[src/hdl/i2cs_pkg.sv]
// shared types and codes for the i2c master transaction sequencer
package i2cs_pkg;

  // item kinds carried on the input tuser
  localparam logic [1:0] ModeLoad   = 2'd0;
  localparam logic [1:0] ModeWrite  = 2'd1;
  localparam logic [1:0] ModeRead   = 2'd2;
  localparam logic [1:0] ModeStatus = 2'd3;

  // bus actions
  localparam logic [2:0] ActNone   = 3'd0;
  localparam logic [2:0] ActStart  = 3'd1;
  localparam logic [2:0] ActSend   = 3'd2;
  localparam logic [2:0] ActRxAck  = 3'd3;
  localparam logic [2:0] ActRxNack = 3'd4;
  localparam logic [2:0] ActStop   = 3'd5;

  // bus status codes after masking
  localparam logic [7:0] StatusMask    = 8'hF8;
  localparam logic [7:0] StStart       = 8'h08;
  localparam logic [7:0] StRepStart    = 8'h10;
  localparam logic [7:0] StAddrWAck    = 8'h18;
  localparam logic [7:0] StDataWAck    = 8'h28;
  localparam logic [7:0] StAddrRAck    = 8'h40;
  localparam logic [7:0] StDataRAck    = 8'h50;
  localparam logic [7:0] StDataRNack   = 8'h58;
  localparam logic       ReadDirBit    = 1'b1;

  localparam int unsigned InDataW  = 48;
  localparam int unsigned OutDataW = 32;

  typedef struct packed {
    logic [1:0] mode;
    logic [6:0] slave_addr;
    logic [5:0] xfer_length;
    logic [4:0] load_index;
    logic [7:0] load_byte;
    logic [7:0] bus_status;
    logic [7:0] bus_rx_byte;
  } item_t;

  typedef struct packed {
    logic       accepted;
    logic [2:0] bus_action;
    logic [7:0] out_byte;
    logic       rx_valid;
    logic [4:0] rx_index;
    logic [7:0] rx_data;
    logic       complete;
    logic       success;
    logic       busy_res;
  } result_t;

  typedef struct packed {
    logic       active;
    logic [7:0] addr_byte;
    logic [5:0] length_left;
    logic [5:0] byte_count;
  } seq_state_t;

endpackage

[src/hdl/i2cs_ram.sv]
// generic single write port ram with registered read
module i2cs_ram #(
  parameter int unsigned WIDTH = 8,
  parameter int unsigned DEPTH = 32,
  parameter int unsigned AW    = (DEPTH > 1) ? $clog2(DEPTH) : 1
) (
  input  logic             clk_i,
  input  logic             we_i,
  input  logic [AW-1:0]    waddr_i,
  input  logic [WIDTH-1:0] wdata_i,
  input  logic             re_i,
  input  logic [AW-1:0]    raddr_i,
  output logic [WIDTH-1:0] rdata_o
);

  logic [WIDTH-1:0] mem_q [DEPTH];
  logic [WIDTH-1:0] rdata_q;

  always_ff @(posedge clk_i) begin
    if (we_i) begin
      mem_q[waddr_i] <= wdata_i;
    end
    if (re_i) begin
      rdata_q <= mem_q[raddr_i];
    end
  end

  assign rdata_o = rdata_q;

endmodule

[src/hdl/i2cs_step.sv]
// result and next sequencer state for one word
module i2cs_step #(
  parameter int unsigned BUF_DEPTH = 32
) (
  input  i2cs_pkg::item_t      item_i,
  input  i2cs_pkg::seq_state_t state_i,
  input  logic [7:0]           tx_byte_i,
  output i2cs_pkg::result_t    res_o,
  output i2cs_pkg::seq_state_t state_o
);
  import i2cs_pkg::*;

  logic [7:0] status_m;
  logic       is_read;
  logic       start_ok;
  logic [5:0] bc_inc;

  assign status_m = item_i.bus_status & StatusMask;
  assign is_read  = (state_i.addr_byte[0] == ReadDirBit);
  assign bc_inc   = state_i.byte_count + 6'd1;
  assign start_ok = !state_i.active
                    && (9'(item_i.xfer_length) <= 9'(BUF_DEPTH))
                    && !((item_i.mode == ModeRead) && (item_i.xfer_length == 6'd0));

  always_comb begin
    res_o   = '0;
    state_o = state_i;
    unique case (item_i.mode)
      ModeLoad: begin
        // store write happens at the ram port
      end
      ModeWrite, ModeRead: begin
        if (start_ok) begin
          state_o.addr_byte   = {item_i.slave_addr, (item_i.mode == ModeRead)};
          state_o.length_left = item_i.xfer_length;
          state_o.byte_count  = 6'd0;
          state_o.active      = 1'b1;
          res_o.accepted      = 1'b1;
          res_o.bus_action    = ActStart;
        end
      end
      ModeStatus: begin
        if (state_i.active) begin
          if (status_m == StStart || status_m == StRepStart) begin
            res_o.bus_action = ActSend;
            res_o.out_byte   = state_i.addr_byte;
          end else if ((status_m == StAddrWAck || status_m == StDataWAck) && !is_read) begin
            if (state_i.byte_count < state_i.length_left) begin
              res_o.bus_action   = ActSend;
              res_o.out_byte     = tx_byte_i;
              state_o.byte_count = bc_inc;
            end else begin
              // also covers a zero-length write
              res_o.bus_action = ActStop;
              res_o.complete   = 1'b1;
              res_o.success    = 1'b1;
              state_o.active   = 1'b0;
            end
          end else if (status_m == StAddrRAck && is_read) begin
            res_o.bus_action = (state_i.length_left > 6'd1) ? ActRxAck : ActRxNack;
          end else if ((status_m == StDataRAck || status_m == StDataRNack) && is_read) begin
            res_o.rx_valid     = 1'b1;
            res_o.rx_index     = state_i.byte_count[4:0];
            res_o.rx_data      = item_i.bus_rx_byte;
            state_o.byte_count = bc_inc;
            if (status_m == StDataRAck) begin
              // ack while another byte after the next one is wanted
              res_o.bus_action = ((7'(bc_inc) + 7'd1) < 7'(state_i.length_left))
                                 ? ActRxAck : ActRxNack;
            end else begin
              res_o.bus_action = ActStop;
              res_o.complete   = 1'b1;
              res_o.success    = 1'b1;
              state_o.active   = 1'b0;
            end
          end else begin
            res_o.bus_action = ActStop;
            res_o.complete   = 1'b1;
            res_o.success    = 1'b0;
            state_o.active   = 1'b0;
          end
        end
      end
      default: begin
      end
    endcase
    res_o.busy_res = state_o.active;
  end

endmodule

[src/hdl/i2c_master_transaction_sequencer_top.sv]
// i2c master transaction sequencer: stream in, one result word per input word
// each word passes the input register and then the result register, one word per cycle
// while the output is free; the transmit store read is issued at accept time
// and the sequencer state updates as the input register hands over to the result register
// reset: asynchronous, active low; sequencer idle, counters cleared, no clearing pass
// transmit store contents are undefined until loaded
module i2c_master_transaction_sequencer_top #(
  parameter int unsigned BUF_DEPTH = 32
) (
  input  logic                           clk_i,
  input  logic                           rst_ni,
  input  logic                           s_axis_tvalid,
  output logic                           s_axis_tready,
  // slave_addr, xfer_length, load_index, load_byte, bus_status, bus_rx_byte, zero fill
  input  logic [i2cs_pkg::InDataW-1:0]   s_axis_tdata,
  // mode
  input  logic [1:0]                     s_axis_tuser,
  output logic                           m_axis_tvalid,
  input  logic                           m_axis_tready,
  // accepted, bus_action, out_byte, rx_valid, rx_index, rx_data, complete, success,
  // busy_res, zero fill
  output logic [i2cs_pkg::OutDataW-1:0]  m_axis_tdata
);
  import i2cs_pkg::*;

  localparam int unsigned AW = (BUF_DEPTH > 1) ? $clog2(BUF_DEPTH) : 1;

  item_t      in_item;
  item_t      s1_q;
  logic       s1_v_q;
  result_t    r_q;
  logic       r_v_q;
  seq_state_t st_q;
  seq_state_t st_d;
  seq_state_t step_state;
  result_t    step_res;
  logic [7:0] tx_byte;
  logic       in_fire;
  logic       s1_adv;
  logic       store_we;

  assign in_item.mode        = s_axis_tuser;
  assign in_item.slave_addr  = s_axis_tdata[6:0];
  assign in_item.xfer_length = s_axis_tdata[12:7];
  assign in_item.load_index  = s_axis_tdata[17:13];
  assign in_item.load_byte   = s_axis_tdata[25:18];
  assign in_item.bus_status  = s_axis_tdata[33:26];
  assign in_item.bus_rx_byte = s_axis_tdata[41:34];

  assign s1_adv        = s1_v_q && (!r_v_q || m_axis_tready);
  assign s_axis_tready = !s1_v_q || s1_adv;
  assign in_fire       = s_axis_tvalid && s_axis_tready;
  assign st_d          = s1_adv ? step_state : st_q;

  // loads go straight into the store, in order with the reads
  assign store_we = in_fire && (in_item.mode == ModeLoad)
                    && (9'(in_item.load_index) < 9'(BUF_DEPTH));

  i2cs_ram #(
    .WIDTH (8),
    .DEPTH (BUF_DEPTH),
    .AW    (AW)
  ) u_tx_store (
    .clk_i   (clk_i),
    .we_i    (store_we),
    .waddr_i (AW'(in_item.load_index)),
    .wdata_i (in_item.load_byte),
    .re_i    (in_fire),
    .raddr_i (AW'(st_d.byte_count)),
    .rdata_o (tx_byte)
  );

  i2cs_step #(
    .BUF_DEPTH (BUF_DEPTH)
  ) u_step (
    .item_i    (s1_q),
    .state_i   (st_q),
    .tx_byte_i (tx_byte),
    .res_o     (step_res),
    .state_o   (step_state)
  );

  always_ff @(posedge clk_i or negedge rst_ni) begin
    if (!rst_ni) begin
      s1_v_q <= 1'b0;
      r_v_q  <= 1'b0;
      st_q   <= '0;
    end else begin
      st_q <= st_d;
      if (s_axis_tready) begin
        s1_v_q <= in_fire;
      end
      if (s1_adv) begin
        r_v_q <= 1'b1;
      end else if (m_axis_tready) begin
        r_v_q <= 1'b0;
      end
    end
  end

  always_ff @(posedge clk_i) begin
    if (in_fire) begin
      s1_q <= in_item;
    end
    if (s1_adv) begin
      r_q <= step_res;
    end
  end

  assign m_axis_tvalid = r_v_q;
  assign m_axis_tdata  = {3'b000, r_q.busy_res, r_q.success, r_q.complete, r_q.rx_data,
                          r_q.rx_index, r_q.rx_valid, r_q.out_byte, r_q.bus_action,
                          r_q.accepted};

`ifndef NO_ASSERTIONS
  // a transaction only opens on a start word that was taken
  assert property (@(posedge clk_i) disable iff (!rst_ni)
    $rose(st_q.active) |-> $past(s1_adv && step_res.accepted))
    else $error("sequencer went busy without an accepted start");

  // a write never counts past its length
  assert property (@(posedge clk_i) disable iff (!rst_ni)
    (st_q.active && (st_q.addr_byte[0] != ReadDirBit)) |->
      (st_q.byte_count <= st_q.length_left))
    else $error("write byte count beyond length");

  // a completing result always leaves the sequencer idle
  assert property (@(posedge clk_i) disable iff (!rst_ni)
    (s1_adv && step_res.complete) |=> (!st_q.active && !r_q.busy_res))
    else $error("completion left the sequencer busy");

  // state moves only when a word passes the input register
  assert property (@(posedge clk_i) disable iff (!rst_ni)
    !$past(s1_adv) |-> $stable(st_q))
    else $error("sequencer state changed without a word");
`endif

endmodule
[config.mk]
export PLATFORM = sky130hd
export DESIGN_NAME = i2c_master_transaction_sequencer_top
export DESIGN_NICKNAME = d
export VERILOG_FILES = /design/src/hdl/i2cs_pkg.sv /design/src/hdl/i2cs_ram.sv /design/src/hdl/i2cs_step.sv /design/src/hdl/i2c_master_transaction_sequencer_top.sv
export SDC_FILE = /design/constraint.sdc
export NUM_CORES = 1
export LEC_CHECK = 0
export BUFFER_PORTS_ARGS = -buffer_cell sky130_fd_sc_hd__buf_2
export CAP_MARGIN = 25
export CORE_ASPECT_RATIO = 1.2
export CORE_MARGIN = 5
export CORE_UTILIZATION = 45
export CTS_CLUSTER_SIZE = 30
export DETAILED_ROUTE_END_ITERATION = 12
export PLACE_DENSITY = 0.62
export SYNTH_ARGS = -nofsm -noshare
export SYNTH_HDL_FRONTEND = slang
export SYNTH_HIERARCHICAL = 1
export SYNTH_SLANG_ARGS = --single-unit
[constraint.sdc]
create_clock -name clk_i -period 4.8 [get_ports clk_i]
set_input_delay 0.96 -clock clk_i [delete_from_list [all_inputs] [get_ports clk_i]]
set_output_delay 0.96 -clock clk_i [all_outputs]
set_load 0.01 [all_outputs]
==> results.toml, run 1 <==
[pwr]
p_leak_nw = 5.43
p_per_area_nw_per_um2 = 421
ir_drop_mv = 0.353
p_int_w = 0.00536
switching_share = 0.216
p_seq_frac = 0.509
switchingPower_w = 0.00148
clkPwrFrac = 0.405
combPwrFrac = 0.086

[final_layout]
area_growth_pct = 14.4
layout.cells.non_filler = 1250
fillerInstances = 2503
layout-drive-gt1-share = 0.332
layout.nets = 891
insertedDiodeCount = 0
final_area_um2 = 16300

[worst_setup_path]
crit_path_start_kind = "flip-flop"
crit_fanout = 26
critPathRequiredTime_ps = 5050
cp-end-kind = "flip-flop"
r2r_cells = 13
cp.arrival_ps = 4640
crit_type = "reg -> reg"

[timing]
fmax_mhz = 228
worst-slew-pin-transition_ps = 839
timing.hold.ws_ps = 451
finalSetupTns_ps = 0
slew_viol_final = 0
slew_headroom = 0.439
min_period_ps = 4390
clock_skew_ps = 15.1
rsz0062_at_grt = "false"
hold_violations = 0
finalCritPeriodShare = 0.914
final-setup-viol-count = 0
layout_setup_ws_ps = 411

[floorplanning]
start_util = 0.455
dieWidth_um = 172
core.rowCount = 71
dieArea_um2 = 35300
die_y_um = 205
boundaryPins = 88
fp.coreArea_um2 = 31300

[route]
wl_um = 27500
wire_per_inst_um = 22.0
drt-vias-per-instance = 5.55
postRouteAntennaNets = 0
drc = 0
vias = 6932
drtPass1Iterations = 4
dr.first_iter.drc_count = 518

[clocking]
cts_setup_buffers = 0
cts-resized-gates = 0
clock_sinks = 344
tritoncts = "yes"
cts_buffers = 36
clock-root-buffer = "clkbuf_16"
insertion_delay_ps = 520
htreeDepth = 2
clkTransAtPathRegs_ps = 60
cts_hold_buf = 0
clockBufferDepth = 3

[synth]
synth_cells = 724
yosys_warnings = 6
syn_avg_cell_area_um2 = 19.6
syn_area_um2 = 14200

[place]
dp_hpwl_um = 18400
pre_cts_slack_ps = 359
place_inst = 1183
place_area_um2 = 15000
io_buffer_count = 75
place_congestion = 0.814

[global_routing]
gr-usage-all-layers = 0.156
gr-total-overflow = 0
first_global_vias = 7232
grt_max_degree = 37
grt_pass1_wl_um = 42000
antenna_found_initial = 0

[hold_path]
min_path_type = "in -> async"

[run]
max_cap_violations = 0

[status]
outcome = "complete, no violations"
power groups by stage:
stage	registers, W	clock network (W)	logic, W
after floorplan	0.00352	0	0.000415
after global placement	0.00354	0	0.000568
after detailed placement	0.00354	0	0.000589
after CTS	0.00348	0.00285	0.000592
after global routing	0.00349	0.00299	0.000648
final	0.00348	0.00277	0.000590
metal layers:
metal / GRT usage / routed length (µm) / vias to the layer above
li1: - / - / 3106
met1: 0.214 / 11800 / 3603
met2: 0.261 / 13700 / 191
met3: 0.0309 / 1490 / 32
met4: 0.0359 / 430 / 0
met5: 0 / 0 / -
final timing paths:
kind	from	to	slack [ps]
setup / recovery	st_q[8]$_DFFE_PN0P_	u_tx_store/rdata_o[5]$_DFFE_PP_	410
hold / removal	rst_ni	st_q[15]$_DFFE_PN0P_	450
setup reg to reg	st_q[8]$_DFFE_PN0P_	u_tx_store/rdata_o[5]$_DFFE_PP_	410
hold reg to reg	s1_q[3]$_DFFE_PP_	m_axis_tdata[21]$_DFFE_PP_	520
max in group asynchronous	rst_ni	st_q[1]$_DFF_PN0_	3950
min in group clk_i	s1_q[3]$_DFFE_PP_	m_axis_tdata[21]$_DFFE_PP_	520
layout by cell type, fill, tap and decap left out, types with 3 or more instances in the layout:
| master | count |
|---|---|
| and2_1 | 12 |
| or3b_2 | 3 |
| bufinv_16 | 5 |
| nand2_1 | 9 |
| clkbuf_1 | 11 |
| mux2i_1 | 3 |
| buf_2 | 76 |
| clkinv_1 | 3 |
| clkbuf_16 | 36 |
| buf_4 | 16 |
| ha_1 | 16 |
| xor2_1 | 5 |
| mux2_4 | 19 |
| a21oi_1 | 8 |
| edfxtp_1 | 321 |
| dfrtp_1 | 23 |
| o21bai_1 | 3 |
| inv_1 | 16 |
| or3_1 | 3 |
| clkinv_2 | 7 |
| nand3b_1 | 7 |
| nor2b_1 | 5 |
| xnor2_1 | 7 |
| o21ai_0 | 5 |
| mux4_2 | 80 |
| mux2_2 | 24 |
| a22oi_1 | 8 |
| a21o_1 | 3 |
| conb_1 | 3 |
| nand3_1 | 10 |
| o211ai_1 | 6 |
| nor2_1 | 48 |
| nand2b_1 | 6 |
sequential cells by signal, indices dropped and copies added (netlist names):
| name | cells |
|---|---|
| m_axis_tdata | 29 |
| u_tx_store/rdata_o | 8 |
| s1_v_q | 1 |
| m_axis_tvalid | 1 |
| u_tx_store/mem_q | 256 |
| st_q | 21 |
| s1_q | 28 |
layout make-up:
cell class	count	area (µm²)	area share
clock buffer	47	942	0.0579
clock inverter	19	249	0.0153
inverter	16	60.1	0.00369
multi-input combinational	328	3730	0.229
sequential	344	10200	0.628
tap	401	502	0.0309
timing repair buffer	95	568	0.0349
stage by stage:
| stage | utilization | total power, W |
|---|---|---|
| floorplan | - | 0.00393 |
| global placement | 0.481 | 0.00411 |
| detailed placement | 0.481 | 0.00413 |
| CTS | 0.519 | 0.00692 |
| global route | 0.520 | 0.00712 |
| finish | 0.520 | 0.00684 |
worst max-delay path: stages (launching register included):
cell      delay [ps]
dfrtp_1          440
inv_1            100
ha_1             300
a21o_1           110
a31oi_1           40
o211a_1          340
o21bai_1         200
a211oi_1         260
a221o_1          140
mux2_4           490
buf_12           310
mux4_2           580
mux4_2           490
mux2_2           300
(Power assumes the default switching activity.)
==> run 2, diff against run 1 <==
- SYNTH_HIERARCHICAL: 1 -> default
==> run 2 against run 1 <==
Synthesized cell count is 38% higher. Highest routed layer is now met5. Non-clock buffer count is 19 higher. Utilization is 0.27 points higher. First-iteration DRC count is 44% higher. Setup slack better by 85 ps. Critical path type unchanged. Largest power group unchanged. Register-to-register slack better by 80 ps.
==> results.toml, run 2 <==
[hold_path]
min_path_type = "in -> async"

[worst_setup_path]
cp.arrival_ps = 4540
critPathRequiredTime_ps = 5030
crit_fanout = 44
crit_path_start_kind = "flip-flop"
crit_type = "reg -> reg"
cp-end-kind = "flip-flop"

[pwr]
p_leak_nw = 5.57
p_per_area_nw_per_um2 = 396
ir_drop_mv = 0.229
report.power.total_w = 0.00653

[clocking]
cts_setup_buffers = 0
clockBufferDepth = 3
cts_hold_buf = 0
tritoncts = "yes"
htreeDepth = 2
insertion_delay_ps = 520
clkTransAtPathRegs_ps = 60
cts_buffers = 36
cts-resized-gates = 0
clock-root-buffer = "clkbuf_16"
clock_sinks = 344

[floorplanning]
fp.coreArea_um2 = 31500
start_util = 0.458
die_y_um = 206
dieArea_um2 = 35800
dieWidth_um = 174
boundaryPins = 88
core.rowCount = 71

[route]
wire_per_inst_um = 21.7
drt-vias-per-instance = 5.77
wl_um = 33100
vias = 8781
drc = 0
postRouteAntennaNets = 0
dr.first_iter.drc_count = 747
drtPass1Iterations = 5

[synth]
yosys.cell_types.count = 67
syn_area_um2 = 14400
ys_ff_latch = 344
yosys_warnings = 0
synth-main-ff-cell = "edfxtp_1"
yosysMostFrequentCell = "edfxtp_1"
synthTopCellsByArea = "edfxtp_1 (67%), a211oi_1 (4.6%), dfrtp_1 (4.0%)"
yosysTopAreaCellShare = 0.667
synth.largest_area_cell = "edfxtp_1"
async_flop_share = 0.0669
synth_edf_count = 321
synthTopCellsByCount = "edfxtp_1 (321), a211oi_1 (89), nand2_1 (80)"
syn_avg_cell_area_um2 = 14.4
yosysSeqAreaShare = 0.707
synth_cells = 1002

[final_layout]
layout-drive-gt1-share = 0.172
fin_util = 0.523
insertedDiodeCount = 0
multiInputGateArea_um2 = 3820
layout.nets = 1164
final_common_cell = "edfxtp_1"
top_register = "u_tx_store.mem_q"
ff_latch_area_um2 = 10200
layout.cells.non_filler = 1522
largest_reg_flops = 256
fillerInstances = 2616
area_growth_pct = 14.1
layout_common_cells = "edfxtp_1 (321), a211oi_1 (89), nand2_1 (80), buf_2 (76), nor2_1 (55)"

[status]
outcome = "complete, no violations"

[timing]
final-setup-viol-count = 0
slew_headroom = 0.338
finalSetupTns_ps = 0
finalCritPeriodShare = 0.897
hold_violations = 0
rsz0062_at_grt = "false"
layout_setup_ws_ps = 496
min_period_ps = 4300
slew_viol_final = 0
fmax_mhz = 232
worst-slew-pin-transition_ps = 989
clock_skew_ps = 19.6

[global_routing]
first_global_vias = 8598
grt-busiest-layer = "met2"
grt_util_met1 = 0.237
grt_pass1_wl_um = 50100
grtUsageMet2 = 0.308
gr-total-overflow = 0
grt_max_degree = 45
antenna_found_initial = 5
grtUsageMet3 = 0.0393
gr-usage-all-layers = 0.182

[place]
pre_cts_slack_ps = 449
io_buffer_count = 75
place_inst = 1457
dp_hpwl_um = 21300
place_congestion = 0.915

[run]
max_cap_violations = 0
run 2: worst paths after layout:
path / end / slack (ps) / from / cells after the start
max: u_tx_store.rdata_o[6]$_DFFE_PP_ / 500 / s1_q[15]$_DFFE_PP_ / 11
min in group clk_i: st_q[16]$_DFFE_PN0P_ / 480 / s1_q[38]$_DFFE_PP_ / 1
min: st_q[8]$_DFFE_PN0P_ / 470 / rst_ni / 1
max in group asynchronous: st_q[1]$_DFF_PN0_ / 3900 / rst_ni / 1
max reg2reg: u_tx_store.rdata_o[6]$_DFFE_PP_ / 500 / s1_q[15]$_DFFE_PP_ / 11
min reg2reg: st_q[16]$_DFFE_PN0P_ / 480 / s1_q[38]$_DFFE_PP_ / 1
run 2: cell type report:
class	count	area share
clock inverters	17	0.00987
well taps	401	0.0304
multi-input cells	577	0.231
clock buffers	48	0.0612
inverters	21	0.00509
flip-flops and latches	344	0.620
repair buffers	114	0.0423
run 2: kinds of logic (layout without fill, tap and decap cells):
family,Yosys count,in the layout,synth area share
compound gates,208,208,0.104
xor+xnor,10,10,0.00606
fa+ha+maj,16,16,0.0139
buf+inv,83,200,0.0293
flops,344,344,0.707
mux,56,56,0.0399
other cells,1,3,0.000260
simple gates,284,284,0.0995
run 2: per-layer routing:
layer / up-vias / share of wire
met4: 8 / 0.026
met1: 4303 / 0.42
li1: 4078 / -
met3: 61 / 0.064
met2: 331 / 0.49
met5: - / 0.0011
run 2: critical path, cell delays in order (launching register included):
cell,delay (ps)
edfxtp_1,470
nor3_1,510
a21oi_1,290
a31o_2,300
o21ai_1,360
a21oi_2,130
inv_2,640
buf_4,310
mux2i_1,190
a211oi_1,90
nor4_1,540
a221oi_2,180
run 2: power by group:
group          internal (W)  leakage [nW]  total, W  switching, W
Sequential          0.00338          3.23   0.00344     0.0000523
Clock               0.00164         0.576   0.00272       0.00108
Combinational      0.000133          1.77  0.000369      0.000236
run 2: stage by stage:
stage	hold slack (ps)	cell area (µm²)
floorplan	453	14500
global placement	463	15300
finish	473	16500
CTS	474	16500
global route	489	16500
detailed placement	467	15300
